$ cat src/hw/rtl/lppd_pkg.sv
// lppd_pkg: shared types and codes for the length-prefixed packet deframer
// no dependencies; imported by length_prefixed_packet_deframer
`default_nettype none

package lppd_pkg;

    localparam int BYTE_W = 8;
    localparam int LEN_W  = 32;
    localparam int KIND_W = 2;

    typedef logic [BYTE_W-1:0] byte_t;
    typedef logic [LEN_W-1:0]  len_t;
    typedef logic [KIND_W-1:0] kind_t;
    typedef logic [1:0]        phase_t;

    localparam len_t MAX_LEN_RESET = 32'h1000_0000;

    // phase codes
    localparam phase_t PH_HEADER  = 2'd0;
    localparam phase_t PH_TYPE    = 2'd1;
    localparam phase_t PH_PAYLOAD = 2'd2;
    localparam phase_t PH_ERROR   = 2'd3;

    // byte classification on the result channel
    localparam kind_t KIND_HEADER  = 2'd0;
    localparam kind_t KIND_TYPE    = 2'd1;
    localparam kind_t KIND_PAYLOAD = 2'd2;
    localparam kind_t KIND_DROPPED = 2'd3;

endpackage

`default_nettype wire

$ cat src/hw/rtl/length_prefixed_packet_deframer.sv
// length_prefixed_packet_deframer: splits a byte stream into length-prefixed packets
// depends on lppd_pkg (types, phase and byte-kind codes)
//
//  channel | ports                                   | direction | role
//  --------+-----------------------------------------+-----------+---------------------------
//  s_      | s_valid s_ready s_data_byte             | in        | raw stream, one word a byte
//  m_      | m_valid m_ready m_byte_kind m_byte_out  | out       | one classified word a byte
//          | m_packet_kind m_end_of_packet           |           |
//          | m_length_error                          |           |
//  cfg_    | cfg_valid cfg_ready cfg_data            | in        | max_packet_length write
//
// one word a cycle sustained while m_ready stays high; a word is held in the input register,
// then in the result register, which drives m_valid, before it can leave
// the per-word header/length state update is 32-bit compares or a 32-bit decrement
// a stall on m_ready holds the result register and then the input register;
// s_ready drops only when both are full and the result is not being taken
// synchronous active-low reset returns to header phase (out of error); err_reg is not reset
`default_nettype none

module length_prefixed_packet_deframer
    import lppd_pkg::*;
#(
    parameter int LENGTH_BYTES = 4
) (
    input  wire logic              aclk,
    input  wire logic              aresetn,

    input  wire logic              s_valid,
    output logic                   s_ready,
    input  wire logic [BYTE_W-1:0] s_data_byte,

    output logic                   m_valid,
    input  wire logic              m_ready,
    output logic [KIND_W-1:0]      m_byte_kind,
    output logic [BYTE_W-1:0]      m_byte_out,
    output logic [BYTE_W-1:0]      m_packet_kind,
    output logic                   m_end_of_packet,
    output logic                   m_length_error,

    input  wire logic              cfg_valid,
    output logic                   cfg_ready,
    input  wire logic [LEN_W-1:0]  cfg_data
);

    localparam int ACC_W = BYTE_W * LENGTH_BYTES;
    localparam int CNT_W = $clog2(LENGTH_BYTES + 1);
    localparam logic [CNT_W-1:0] HDR_LAST = CNT_W'(LENGTH_BYTES);

    // configuration
    len_t max_len_reg;

    // input register
    logic  in_valid_reg;
    byte_t in_byte_reg;

    // deframer state
    phase_t           phase_reg,     phase_next;
    logic [CNT_W-1:0] hdr_cnt_reg,   hdr_cnt_next;
    logic [ACC_W-1:0] acc_reg,       acc_next;
    len_t             remain_reg,    remain_next;
    byte_t            cur_type_reg,  cur_type_next;

    // result register
    logic  out_valid_reg;
    kind_t kind_reg,  kind_next;
    byte_t byte_reg;
    byte_t pkind_reg, pkind_next;
    logic  eop_reg,   eop_next;
    logic  err_reg,   err_next;

    logic             advance;
    logic [CNT_W-1:0] cnt_inc;
    len_t             full_len;
    len_t             remain_dec;

    assign advance = in_valid_reg && (!out_valid_reg || m_ready);
    assign s_ready = !in_valid_reg || advance;
    assign cfg_ready = 1'b1;

    assign cnt_inc    = hdr_cnt_reg + 1'b1;
    assign remain_dec = remain_reg - 1'b1;

    always_comb begin
        acc_next = ACC_W'({acc_reg, in_byte_reg});
        full_len = LEN_W'(acc_next);
    end

    always_comb begin
        phase_next    = phase_reg;
        hdr_cnt_next  = hdr_cnt_reg;
        remain_next   = remain_reg;
        cur_type_next = cur_type_reg;
        kind_next     = KIND_DROPPED;
        pkind_next    = '0;
        eop_next      = 1'b0;
        unique case (phase_reg)
            PH_HEADER: begin
                kind_next    = KIND_HEADER;
                hdr_cnt_next = cnt_inc;
                if (cnt_inc == HDR_LAST) begin
                    if (full_len == '0 || full_len > max_len_reg) begin
                        phase_next = PH_ERROR;
                    end else begin
                        remain_next = full_len;
                        phase_next  = PH_TYPE;
                    end
                end
            end
            PH_TYPE: begin
                kind_next     = KIND_TYPE;
                cur_type_next = in_byte_reg;
                pkind_next    = in_byte_reg;
                remain_next   = remain_dec;
                if (remain_dec == '0) begin
                    eop_next     = 1'b1;
                    phase_next   = PH_HEADER;
                    hdr_cnt_next = '0;
                end else begin
                    phase_next = PH_PAYLOAD;
                end
            end
            PH_PAYLOAD: begin
                kind_next   = KIND_PAYLOAD;
                pkind_next  = cur_type_reg;
                remain_next = remain_dec;
                if (remain_dec == '0) begin
                    eop_next     = 1'b1;
                    phase_next   = PH_HEADER;
                    hdr_cnt_next = '0;
                end
            end
            PH_ERROR: begin
                kind_next = KIND_DROPPED;
            end
            default: begin
                kind_next = KIND_DROPPED;
            end
        endcase
        // error is sticky: the error phase is never left
        err_next = (phase_next == PH_ERROR);
    end

    always_ff @(posedge aclk) begin
        if (!aresetn) begin
            max_len_reg <= MAX_LEN_RESET;
        end else if (cfg_valid && cfg_ready) begin
            max_len_reg <= cfg_data;
        end
    end

    always_ff @(posedge aclk) begin
        if (!aresetn) begin
            in_valid_reg <= 1'b0;
        end else if (s_ready) begin
            in_valid_reg <= s_valid;
        end
    end

    always_ff @(posedge aclk) begin
        if (s_valid && s_ready) begin
            in_byte_reg <= s_data_byte;
        end
    end

    always_ff @(posedge aclk) begin
        if (!aresetn) begin
            phase_reg    <= PH_HEADER;
            hdr_cnt_reg  <= '0;
            acc_reg      <= '0;
            remain_reg   <= '0;
            cur_type_reg <= '0;
        end else if (advance) begin
            phase_reg    <= phase_next;
            hdr_cnt_reg  <= hdr_cnt_next;
            // accumulator restarts from zero with each new header
            acc_reg      <= (phase_next == PH_HEADER && hdr_cnt_next == '0) ? '0 : acc_next;
            remain_reg   <= remain_next;
            cur_type_reg <= cur_type_next;
        end
    end

    always_ff @(posedge aclk) begin
        if (!aresetn) begin
            out_valid_reg <= 1'b0;
        end else if (advance) begin
            out_valid_reg <= 1'b1;
        end else if (m_ready) begin
            out_valid_reg <= 1'b0;
        end
    end

    always_ff @(posedge aclk) begin
        if (advance) begin
            kind_reg  <= kind_next;
            byte_reg  <= in_byte_reg;
            pkind_reg <= pkind_next;
            eop_reg   <= eop_next;
            err_reg   <= err_next;
        end
    end

    assign m_valid         = out_valid_reg;
    assign m_byte_kind     = kind_reg;
    assign m_byte_out      = byte_reg;
    assign m_packet_kind   = pkind_reg;
    assign m_end_of_packet = eop_reg;
    assign m_length_error  = err_reg;

endmodule

`default_nettype wire

$ cat config.mk
export PLATFORM = sky130hd
export DESIGN_NAME = length_prefixed_packet_deframer
export DESIGN_NICKNAME = d
export VERILOG_FILES = /design/src/hw/rtl/lppd_pkg.sv /design/src/hw/rtl/length_prefixed_packet_deframer.sv
export SDC_FILE = /design/constraint.sdc
export NUM_CORES = 1
export LEC_CHECK = 0
export BUFFER_PORTS_ARGS = -buffer_cell sky130_fd_sc_hd__buf_4
export CORE_MARGIN = 8
export CORE_UTILIZATION = 25
export DETAILED_ROUTE_END_ITERATION = 16
export GPL_ROUTABILITY_DRIVEN = 0
export GPL_TIMING_DRIVEN = 1
export MAX_ROUTING_LAYER = met4
export PLACE_DENSITY = 0.42
export SETUP_SLACK_MARGIN = 0.05
export SYNTH_ARGS = -nofsm -noshare
export SYNTH_HDL_FRONTEND = slang
export SYNTH_SLANG_ARGS = --single-unit
$ cat constraint.sdc
create_clock -name aclk -period 11.4 [get_ports aclk]
set_clock_uncertainty 0.15 [all_clocks]
set_input_delay 0.57 -clock aclk [delete_from_list [all_inputs] [get_ports aclk]]
set_output_delay 0.57 -clock aclk [all_outputs]
set_load 0.01 [all_outputs]
==> results.yml <==
outcome:
  status: "completed"
logic_synthesis:
  syn_area_um2: 7450
  synth_top_area_share_pct: 27.7
  ys_ff_latch: 131
  yosysTopAreaCell: "dfxtp_1"
  synth.area.top_cells: "dfxtp_1 (28%), edfxtp_1 (11%), ha_1 (6.7%), mux2i_1 (4.7%), a21oi_1 (3.6%)"
  ys_types: 73
  synth_edf_count: 28
  syn_avg_cell_area_um2: 9.02
  yosysWarnings: 0
  synthArstFlopShare_pct: 0
  ys_seq_area_share_pct: 39.0
  synthCells: 826
  syn_nets: 911
  ys_top_cells_by_count: "dfxtp_1 (103), nor2_1 (62), a21oi_1 (54), inv_1 (53), nand2_1 (46)"
  synth_flop_cell: "dfxtp_1"
  yosysMostFrequentCell: "dfxtp_1"
placement:
  placedInstanceArea_um2: 8210
  port_buffers: 66
  dp_cells: 1235
  hpwl_mm: 15.4
power_and_ir_drop:
  peakVddDrop_mv: 0.0912
  p_per_area_nw_per_um2: 130
  leakage_nw: 3.47
timing:
  tightestPinTransition_ns: 0.954
  hold_ws_ns: 0.165
  rsz0062_at_grt: "no"
  drv_slew: 0
  setup_viol: 0
  finalHoldViolCount: 0
  finalCritPeriodShare_pct: 37.0
  tns_ns: 0
  maxSlewHeadroom_pct: 34.7
  fin_crit_ns: 4.22
  max_freq_mhz: 237
clocking:
  hold_buffers: 0
  clock_latency_ns: 0.43
  numCtsBuffers: 17
  post_cts_buffers: 0
  post_cts_resized: 0
  clk_pin_slew_worst_paths_ns: 0.07
  cts-root-buf: "clkbuf_16"
  tritoncts: "done"
  cts.sinks: 131
  cts_max_path_buffers: 2
  cts_max_level: 4
worst_setup_path:
  reg2reg_from: "remain_reg[0]"
  start_kind: "flop"
  arrival_ns: 4.38
  reg2reg_to: "acc_reg[0]"
  endpoint_kind: "flop"
  crit_type: "flop to flop"
  r2r_cells: 11
  rrSetupSlack_ns: 7.18
  required_ns: 11.56
  crit_fanout: 24
routing:
  viasPerCell: 4.93
  drt_iter0_markers: 422
  antenna_left: 0
  dr_total_vias: 6241
  wl_mm: 22.3
  drt-pass1-iter-count: 5
  drc: 0
  post_drt_wl_per_cell_um: 17.6
grt:
  first_global_vias: 6117
  grt_pass1_wl_mm: 35.4
  grt_overflow: 0
  antenna_found_initial: 0
  grt_util_all_layers_pct: 12.9
  grt_max_degree: 82
floorplanning:
  start_util_pct: 25.3
  die_x_um: 189
  fp.dieH_um: 189
  ios: 68
  coreArea_um2: 29500
  rows: 63
  dieArea_um2: 35600
worst_hold_path:
  hold_class: "input port to flop"
  hp-start: "s_data_byte[7]"
  hold_depth: 1
  hold_end: "in_byte_reg[7]"
final_layout:
  drive_gt1_share_pct: 15.6
  area_delta_synth_final_pct: 17.8
  layout.nets: 949
  fin_area_um2: 8780
  diodes: 0
  instances_no_fill: 1267
job:
  cap_violations: 0
==> layout by cell type (no fill, tap or decap), types with 5 or more instances in the layout <==
cell type / n
dfxtp_1: 103
buf_4: 70
nor2_1: 62
a21oi_1: 54
inv_1: 53
nand2_1: 46
nor2b_1: 42
ha_1: 40
o21ai_0: 39
mux2i_1: 35
edfxtp_1: 28
and2_1: 21
nand3_1: 20
a22o_1: 20
nor3_1: 19
nor4_1: 18
nand4_1: 18
clkbuf_16: 17
a22oi_1: 12
o22ai_1: 10
a21boi_0: 9
o221a_2: 9
a31oi_1: 8
nand2b_1: 7
a41oi_1: 6
o22a_1: 5
or3_1: 5
clkinvlp_4: 5
inv_6: 5
==> metal layers <==
layer / up-vias / routed length (µm) / global-route usage (%)
li1: 3101 / - / -
met1: 2991 / 11100 / 17.2
met4: 0 / 306 / 3.55
met5: - / 0 / -
met2: 128 / 10000 / 19.3
met3: 21 / 932 / 2.87
==> worst max path at each step <==
stage	start	end	slack, ns	depth (start not counted)
4_1_cts	remain_reg[0]	acc_reg[0]	7.20	11
2_1_floorplan	remain_reg[0]	acc_reg[3]	7.78	14
3_5_place_dp	remain_reg[0]	acc_reg[23]	7.25	11
6_report	remain_reg[0]	acc_reg[0]	7.18	11
3_3_place_gp	remain_reg[0]	acc_reg[23]	7.33	11
5_1_grt	remain_reg[0]	acc_reg[0]	6.90	11
==> per-stage QoR <==
stage	power, mW	utilization (%)	setup WS (ns)
global route	1.19	29.8	6.90
global placement	0.607	27.8	7.33
finish	1.14	29.8	7.18
detailed placement	0.607	27.8	7.25
floorplan	0.569	-	7.78
CTS	1.16	29.8	7.20
==> final cells by class <==
class	instances	area (µm²)
clock buffer	17	425
clock inverter	15	146
fill	3197	20700
inverter	53	199
multi-input combinational	591	4090
sequential	131	2900
tap	390	488
timing repair buffer	70	526
==> cell families (layout without fill, tap and decap cells) <==
kind of cell / Yosys count / after routing / share of synthesized area, %
xor gates and xnor gates: 7 / 7 / 0.823
AOI/OAI and AO/OA: 209 / 209 / 19.5
DFF: 131 / 131 / 39.0
buffers and inverters: 104 / 155 / 6.16
adders and majority gates: 40 / 40 / 6.72
muxes: 36 / 36 / 4.85
and+or+nand+nor: 298 / 298 / 22.9
other: 1 / 1 / 0.0503
==> where the power goes <==
part | internal (mW) | switching [mW] | total, mW
clock | 0.306 | 0.238 | 0.544
sequential | 0.488 | 0.0155 | 0.504
combinational | 0.0434 | 0.0482 | 0.0916
==> worst max-delay path, cell delays in order (launching register included) <==
cell       delay, ns
dfxtp_1         0.42
inv_1           0.12
ha_1            0.34
or4b_4          0.54
nor4_4          0.36
mux2_1          0.38
a2111oi_0       0.42
o21a_1          0.20
nand4bb_2       0.27
a31oi_4         0.29
a31oi_4         0.30
a22o_2          0.31
No activity file was read; power rests on OpenSTA's default activity.
